$ cat src/rtl/acld_pkg.sv
// Shared types and constants of the AC multiplexed LCD driver.
package acld_pkg;

    localparam int FRAME_BYTES = 6;
    localparam int PLANES      = 2;
    localparam int PHASES      = 4;

    typedef enum logic [1:0] {
        OP_WRITE = 2'd0,
        OP_CLEAR = 2'd1,
        OP_TICK  = 2'd2,
        OP_NONE  = 2'd3
    } t_opcode;

    typedef logic [FRAME_BYTES-1:0][7:0] t_plane;
    typedef logic [PLANES-1:0][FRAME_BYTES-1:0][7:0] t_image;
    typedef logic [PHASES-1:0][FRAME_BYTES-1:0][7:0] t_frames;

    localparam logic [7:0] COM_KEEP_MASK = 8'b11100011;
    localparam logic [7:0] COM_PHASE0    = 8'b00010000;
    localparam logic [7:0] COM_PHASE1    = 8'b00001000;
    localparam logic [7:0] COM_PHASE2    = 8'b00001100;
    localparam logic [7:0] COM_PHASE3    = 8'b00010100;
    localparam logic [7:0] LED_BIT_MASK  = 8'h10;
    localparam logic [7:0] LED_KEEP_MASK = 8'b11101111;
    localparam logic [7:0] LED_BYTE_INIT = 8'h10;
    localparam logic [7:0] ALL_ON        = 8'hff;

    // Register addresses on the configuration port (word index).
    localparam logic REG_KEY_REPORT_ENABLE = 1'b0;

    // Default image: commons of byte 0 preset per plane, LED byte and
    // enable byte fixed, all segments off.
    function automatic t_image default_image();
        t_image img;
        img = '0;
        for (int p = 0; p < PLANES; p++) begin
            img[p][4] = ALL_ON;
            img[p][5] = LED_BYTE_INIT;
        end
        img[0][0] = (COM_PHASE0 & COM_KEEP_MASK) | COM_PHASE3;
        img[1][0] = (COM_PHASE1 & COM_KEEP_MASK) | COM_PHASE2;
        return img;
    endfunction

    // Build the four drive phases from the image: straight and inverted
    // copies, with the enable byte and the LED bit kept true and the common bits forced.
    function automatic t_frames build_frames(input t_image img);
        t_frames f;
        for (int b = 0; b < FRAME_BYTES; b++) begin
            f[0][b] = img[0][b];
            f[1][b] = img[1][b];
            f[2][b] = ~img[0][b];
            f[3][b] = ~img[1][b];
        end
        f[2][4] = f[0][4];
        f[3][4] = f[1][4];
        f[2][5] = (f[0][5] & LED_BIT_MASK) | (f[2][5] & LED_KEEP_MASK);
        f[3][5] = (f[1][5] & LED_BIT_MASK) | (f[3][5] & LED_KEEP_MASK);
        f[0][0] = (f[0][0] & COM_KEEP_MASK) | COM_PHASE0;
        f[1][0] = (f[1][0] & COM_KEEP_MASK) | COM_PHASE1;
        f[2][0] = (f[2][0] & COM_KEEP_MASK) | COM_PHASE2;
        f[3][0] = (f[3][0] & COM_KEEP_MASK) | COM_PHASE3;
        return f;
    endfunction

endpackage

$ cat src/rtl/ac_lcd_multiplex_driver_top.sv
// Top level of the AC multiplexed LCD driver with button scan.
// A tick request shows its result on the registered outputs right after the
// clock edge that accepts it; write and clear requests give none.
// One request per cycle unless a stalled result holds the single output register.
// Reset (synchronous, active low) restores the default image, zeroes the phase
// frames, tick count and button bits, marks the image changed and disables
// key reporting. No clearing pass is needed: all state lives in flip-flops.
module ac_lcd_multiplex_driver_top
    import acld_pkg::*;
(
    input  logic        i_clk,
    input  logic        i_rst_n,
    // request channel
    input  logic        i_valid,
    output logic        o_ready,
    input  logic [1:0]  i_opcode,
    input  logic [7:0]  i_segment_command,
    input  logic        i_segment_on,
    input  logic        i_button_level,
    // result channel
    output logic        o_valid,
    input  logic        i_ready,
    output logic [7:0]  o_scan_select,
    output logic [47:0] o_phase_frame,
    output logic [7:0]  o_button_state,
    output logic [7:0]  o_button_previous,
    output logic        o_key_event,
    // configuration port
    input  logic        psel,
    input  logic        penable,
    input  logic        pwrite,
    input  logic [2:0]  paddr,
    input  logic [31:0] pwdata,
    output logic [31:0] prdata,
    output logic        pready
);

    // Architectural state.
    t_image      r_image, n_image;
    t_frames     r_frames, n_frames;
    logic        r_changed, n_changed;
    logic [2:0]  r_tick, n_tick;
    logic [7:0]  r_buttons, n_buttons;
    logic [7:0]  r_reported, n_reported;
    logic        r_key_en;

    // Result register.
    logic        r_out_valid, n_out_valid;
    logic [7:0]  r_scan_select, n_scan_select;
    logic [47:0] r_phase_frame, n_phase_frame;
    logic [7:0]  r_button_state, n_button_state;
    logic [7:0]  r_button_previous, n_button_previous;
    logic        r_key_event, n_key_event;

    logic        req_accept;
    logic        out_take;
    t_opcode     op;

    // Decoded fields of a segment write command.
    logic        cmd_plane;
    logic        cmd_polarity;
    logic [2:0]  cmd_bit;
    logic [2:0]  cmd_byte;
    logic [7:0]  sel;
    logic [1:0]  phase;

    // The output register frees itself when its result is taken, so a new
    // request is taken in the same cycle as the old result leaves.
    assign o_ready    = !r_out_valid || i_ready;
    assign req_accept = i_valid && o_ready;
    assign out_take   = r_out_valid && i_ready;
    assign op         = t_opcode'(i_opcode);

    assign cmd_plane    = i_segment_command[0];
    assign cmd_polarity = i_segment_command[1];
    assign cmd_bit      = i_segment_command[4:2];
    assign cmd_byte     = i_segment_command[7:5];

    assign sel   = 8'(1) << r_tick;
    assign phase = r_tick[1:0];

    always_comb begin
        n_image           = r_image;
        n_frames          = r_frames;
        n_changed         = r_changed;
        n_tick            = r_tick;
        n_buttons         = r_buttons;
        n_reported        = r_reported;
        n_out_valid       = r_out_valid && !out_take;
        n_scan_select     = r_scan_select;
        n_phase_frame     = r_phase_frame;
        n_button_state    = r_button_state;
        n_button_previous = r_button_previous;
        n_key_event       = r_key_event;

        if (req_accept) begin
            case (op)
                OP_WRITE: begin
                    // Byte indexes past the frame leave the image alone but
                    // still force a relatch on the next frame boundary.
                    if (32'(cmd_byte) < FRAME_BYTES) begin
                        n_image[cmd_plane][cmd_byte][cmd_bit] =
                            (cmd_polarity == i_segment_on);
                    end
                    n_changed = 1'b1;
                end
                OP_CLEAR: begin
                    n_image   = default_image();
                    n_changed = 1'b1;
                end
                OP_TICK: begin
                    // The frame is read before any latch made by this tick.
                    for (int b = 0; b < FRAME_BYTES; b++) begin
                        n_phase_frame[8*(FRAME_BYTES-1-b) +: 8] = r_frames[phase][b];
                    end
                    n_buttons = i_button_level ? (r_buttons | sel) : (r_buttons & ~sel);
                    n_tick    = r_tick + 3'd1;
                    // A new AC cycle starts when the count wraps past phase 3.
                    if (phase == 2'd3 && r_changed) begin
                        n_changed = 1'b0;
                        n_frames  = build_frames(r_image);
                    end
                    n_key_event = 1'b0;
                    if (n_buttons != r_reported && r_key_en) begin
                        n_key_event = 1'b1;
                        n_reported  = n_buttons;
                    end
                    n_scan_select     = sel;
                    n_button_state    = n_buttons;
                    n_button_previous = r_reported;
                    n_out_valid       = 1'b1;
                end
                default: begin
                    // Unused opcode: the request is consumed with no effect.
                end
            endcase
        end
    end

    always_ff @(posedge i_clk) begin
        if (!i_rst_n) begin
            r_image     <= default_image();
            r_frames    <= '0;
            r_changed   <= 1'b1;
            r_tick      <= '0;
            r_buttons   <= '0;
            r_reported  <= '0;
            r_out_valid <= 1'b0;
        end else begin
            r_image     <= n_image;
            r_frames    <= n_frames;
            r_changed   <= n_changed;
            r_tick      <= n_tick;
            r_buttons   <= n_buttons;
            r_reported  <= n_reported;
            r_out_valid <= n_out_valid;
        end
    end

    // Result payload carries no reset; it is qualified by the valid flag.
    always_ff @(posedge i_clk) begin
        r_scan_select     <= n_scan_select;
        r_phase_frame     <= n_phase_frame;
        r_button_state    <= n_button_state;
        r_button_previous <= n_button_previous;
        r_key_event       <= n_key_event;
    end

    // Configuration register. Bits 1:0 of the address are ignored, and
    // only word 0 holds a register.
    always_ff @(posedge i_clk) begin
        if (!i_rst_n) begin
            r_key_en <= 1'b0;
        end else if (psel && penable && pwrite && pready && paddr[2] == REG_KEY_REPORT_ENABLE) begin
            r_key_en <= pwdata[0];
        end
    end

    assign pready = 1'b1;
    assign prdata = (paddr[2] == REG_KEY_REPORT_ENABLE) ? {31'd0, r_key_en} : 32'd0;

    assign o_valid           = r_out_valid;
    assign o_scan_select     = r_scan_select;
    assign o_phase_frame     = r_phase_frame;
    assign o_button_state    = r_button_state;
    assign o_button_previous = r_button_previous;
    assign o_key_event       = r_key_event;

endmodule

$ cat config.mk
export PLATFORM = sky130hd
export DESIGN_NAME = ac_lcd_multiplex_driver_top
export DESIGN_NICKNAME = d
export VERILOG_FILES = /design/src/rtl/acld_pkg.sv /design/src/rtl/ac_lcd_multiplex_driver_top.sv
export SDC_FILE = /design/constraint.sdc
export NUM_CORES = 1
export LEC_CHECK = 0
export ABC_AREA = 1
export BUFFER_PORTS_ARGS = -buffer_cell sky130_fd_sc_hd__buf_2
export CAP_MARGIN = 20
export CORE_AREA = 2 2 193 195
export CTS_CLUSTER_SIZE = 16
export DETAILED_ROUTE_END_ITERATION = 10
export DIE_AREA = 0 0 195 197
export PLACE_DENSITY = 0.65
export SYNTH_ARGS = -nofsm -noshare
export SYNTH_HDL_FRONTEND = slang
export SYNTH_SLANG_ARGS = --single-unit
$ cat constraint.sdc
create_clock -name i_clk -period 5.3 [get_ports i_clk]
set_input_delay 1.06 -clock i_clk [delete_from_list [all_inputs] [get_ports i_clk]]
set_output_delay 1.06 -clock i_clk [all_outputs]
set_load 0.01 [all_outputs]
==> metrics.md <==
| Metric | Value |
|---|---|
| Flop2flop setup slack | `1.83 ns` |
| GRT Total Usage | `18.4%` |
| Final ANT Viol Nets | `0` |
| Placed Instances | `2277` |
| Total CTS buffers | `37` |
| F_max | `0.288 GHz` |
| Largest net degree at the start of global routing | `109` |
| Crit path time final | `3.47 ns` |
| Critical Path RT | `5.71 ns` |
| Clock root cell | `clkbuf_16` |
| Worst Max-Slew Pin Slew | `0.977 ns` |
| Grt peak-use layer | `met2` |
| CTS tree | `yes` |
| Post-route insts no fill | `2345` |
| Max-slew violations | `0` |
| Initial antenna violation count | `4` |
| PortBufs | `96` |
| Worst setup startpoint | `r_tick[1]` |
| Outcome | `finished clean` |
| Starting Density | `39.8%` |
| Worst Clk Skew | `0.0207 ns` |
| Startpoint types | `flop` |
| Core box area | `0.0363 mm2` |
| Hold path cells | `2` |
| Top Ports | `162` |
| Die Span Y | `197 um` |
| Power Density | `353 mW/mm2` |
| Reg-to-Reg Start | `r_tick[1]` |
| Share of cells above drive strength 1 | `9.91%` |
| Placed wire-length estimate | `20600 um` |
| Commonest non-fill, non-tap cell in the layout | `nand2_1` |
| RSZ-0062 raised after global routing | `no` |
| Max-cap check violation count | `0` |
| Setup bufs post-CTS | `0` |
| Peak supply drop | `0.204 mV` |
| Hold Startpoint | `r_image[83]` |
| Synth area leader | `dfxtp_1` |
| Prevailing post-synth register cell | `dfxtp_1` |
| CTS Buffer Depth | `3` |
| Std cell rows | `70` |
| Final Hold Vio Count | `0` |
| GRT Residual Overflow | `0` |
| EDFF count, synth | `73` |
| Die Wd | `195 um` |
| First-pass GRT wire length | `58300 um` |
| Setup Slack @ Placement | `1.91 ns` |
| First DRT Iteration DRCs | `1035` |
| Met3 usage | `3.05%` |
| Final period util | `65.5%` |
| Final worst slack | `1.83 ns` |
| Drt total wl | `36200 um` |
| Pleak | `6.36 nW` |
| Mapped Cells | `1833` |
| Slew HR | `34.9%` |
| Vias in the first global route | `11300` |
| Power Total | `5.74 mW` |
| Clock latency on the worst-skew pair | `0.53 ns` |
| Hold Path Class | `reg2reg` |
| Crit path DAT | `3.89 ns` |
| Cell variety after synth | `30` |
| Area grow syn2layout | `12.6%` |
| Commonest non-fill, non-tap cells in the layout | `336 x nand2_1, 310 x nor2_1, 274 x dfxtp_1, 260 x o21ai_0, 174 x a21oi_1` |
| Nets | `1908` |
| # DRC | `0` |
| Clk slew on worst S/H paths | `0.06 ns` |
| Met2 usage | `31.1%` |
| Via density | `5.30` |
| Via count | `12400` |
| Critical path fanouts, max | `24` |
| Resized cells post-CTS | `0` |
| Type of the worst setup path | `reg2reg` |
| Hold slack | `0.457 ns` |
| Reg2reg end | `r_reported[4]` |
| Gpl congestion | `0.766` |
| Synth Cell Area | `0.0144 mm2` |
| Fin util | `44.8%` |
| Cts hold-fix bufs | `0` |
| Mean area per synthesized cell | `7.87 um2` |
| Yosys top cell area share | `38.2%` |
| Final Instance Area | `0.0162 mm2` |
| #FFs+latches synth | `348` |
| R2R cell count | `15` |
| Fillers | `3567` |
| H-tree depth | `2` |
| Clock Sinks | `348` |
| Setup Total Neg Slack | `0 ns` |
| Hold Path End | `r_image[83]` |
| Met1 Usage GRT | `23.8%` |
| DR pass1 iterations | `5` |
| Crit end category | `flop` |
| Area after DPL | `0.0150 mm2` |
| Die area | `0.0384 mm2` |
| Routed wire per std cell | `15.4 um` |
| Async set or reset register ratio after synthesis | `0%` |
| Yosys Warn Count | `0` |
| Setup-failing EPs final | `0` |
| Sequential area share after synthesis | `53.4%` |
| Largest cells by area after synthesis | `dfxtp_1 38%, edfxtp_1 15%, o21ai_0 9.0%` |
## state kept, by name, summed over array words and instances, names as in the netlist
name	flops
r_frames	163
r_image	90
o_phase_frame	48
o_button_previous	8
o_button_state	8
o_scan_select	8
r_buttons	8
r_reported	8
r_tick	3
o_key_event	1
o_valid	1
r_changed	1
r_key_en	1
## worst max path at each step
stage	to	slack (ns)	depth (start not counted)
after floorplan	o_button_previous[0]	1.16	4
after global placement	r_reported[7]	1.94	15
after detailed placement	r_frames[116]	1.91	8
after CTS	r_reported[4]	1.90	15
after global routing	r_reported[4]	1.59	15
final	r_reported[4]	1.83	15
## critical path, stage by stage (launching register included)
cell,delay (ns)
dfxtp_1,0.90
inv_1,0.61
buf_4,0.43
ha_1,0.27
nand2_1,0.11
nand2_1,0.09
nand2_1,0.10
nand2_1,0.06
nand2_1,0.05
nand2_1,0.04
nor2_1,0.11
nand3_1,0.11
nand3_2,0.27
nand2_1,0.09
nand2_1,0.07
nor2_1,0.05
## cell usage after synthesis, types with 6 or more instances
| master | n |
|---|---|
| a21oi_1 | 174 |
| a31oi_1 | 8 |
| buf_1 | 6 |
| buf_4 | 35 |
| buf_6 | 7 |
| clkbuf_1 | 116 |
| dfxtp_1 | 275 |
| edfxtp_1 | 73 |
| ha_1 | 6 |
| inv_1 | 50 |
| nand2_1 | 336 |
| nand3_1 | 48 |
| nor2_1 | 313 |
| nor3_1 | 60 |
| o211ai_1 | 12 |
| o21ai_0 | 260 |
| o22ai_1 | 36 |
## routing by layer
layer	vias to the layer above	routed length (um)
li1	6098	-
met4	6	1040
met3	78	2080
met1	5895	15800
met2	345	17200
met5	-	36
## cell type report
cell class,count,area [um2],area share (%)
Sequential cell,348,7700,47.4
Multi-Input combinational cell,1294,5840,36.0
Clock buffer,52,1090,6.69
Timing Repair Buffer,114,651,4.00
Tap cell,468,586,3.60
Inverter,53,206,1.27
Clock inverter,15,175,1.08
Antenna cell,1,2.50,0.0154
## cells by family (layout without fill, tap and decap cells)
group                      count (synthesis)  in the layout  synth area share (%)
and+or+nand+nor                          760            760                  20.9
adders and majority gates                  6              6                 0.521
xor gates and xnor gates                   2              2                 0.121
buffers and inverters                    221            234                  7.06
other                                      2             33                0.0521
AOI/OAI and AO/OA                        494            494                  18.0
DFF                                      348            348                  53.4
## where the power goes
| part | internal, mW | total [mW] | switching [mW] |
|---|---|---|---|
| Clock | 1.63 | 2.67 | 1.04 |
| Sequential | 2.73 | 2.75 | 0.0140 |
| Combinational | 0.0779 | 0.323 | 0.245 |
No activity file was read; power rests on OpenSTA's default activity.
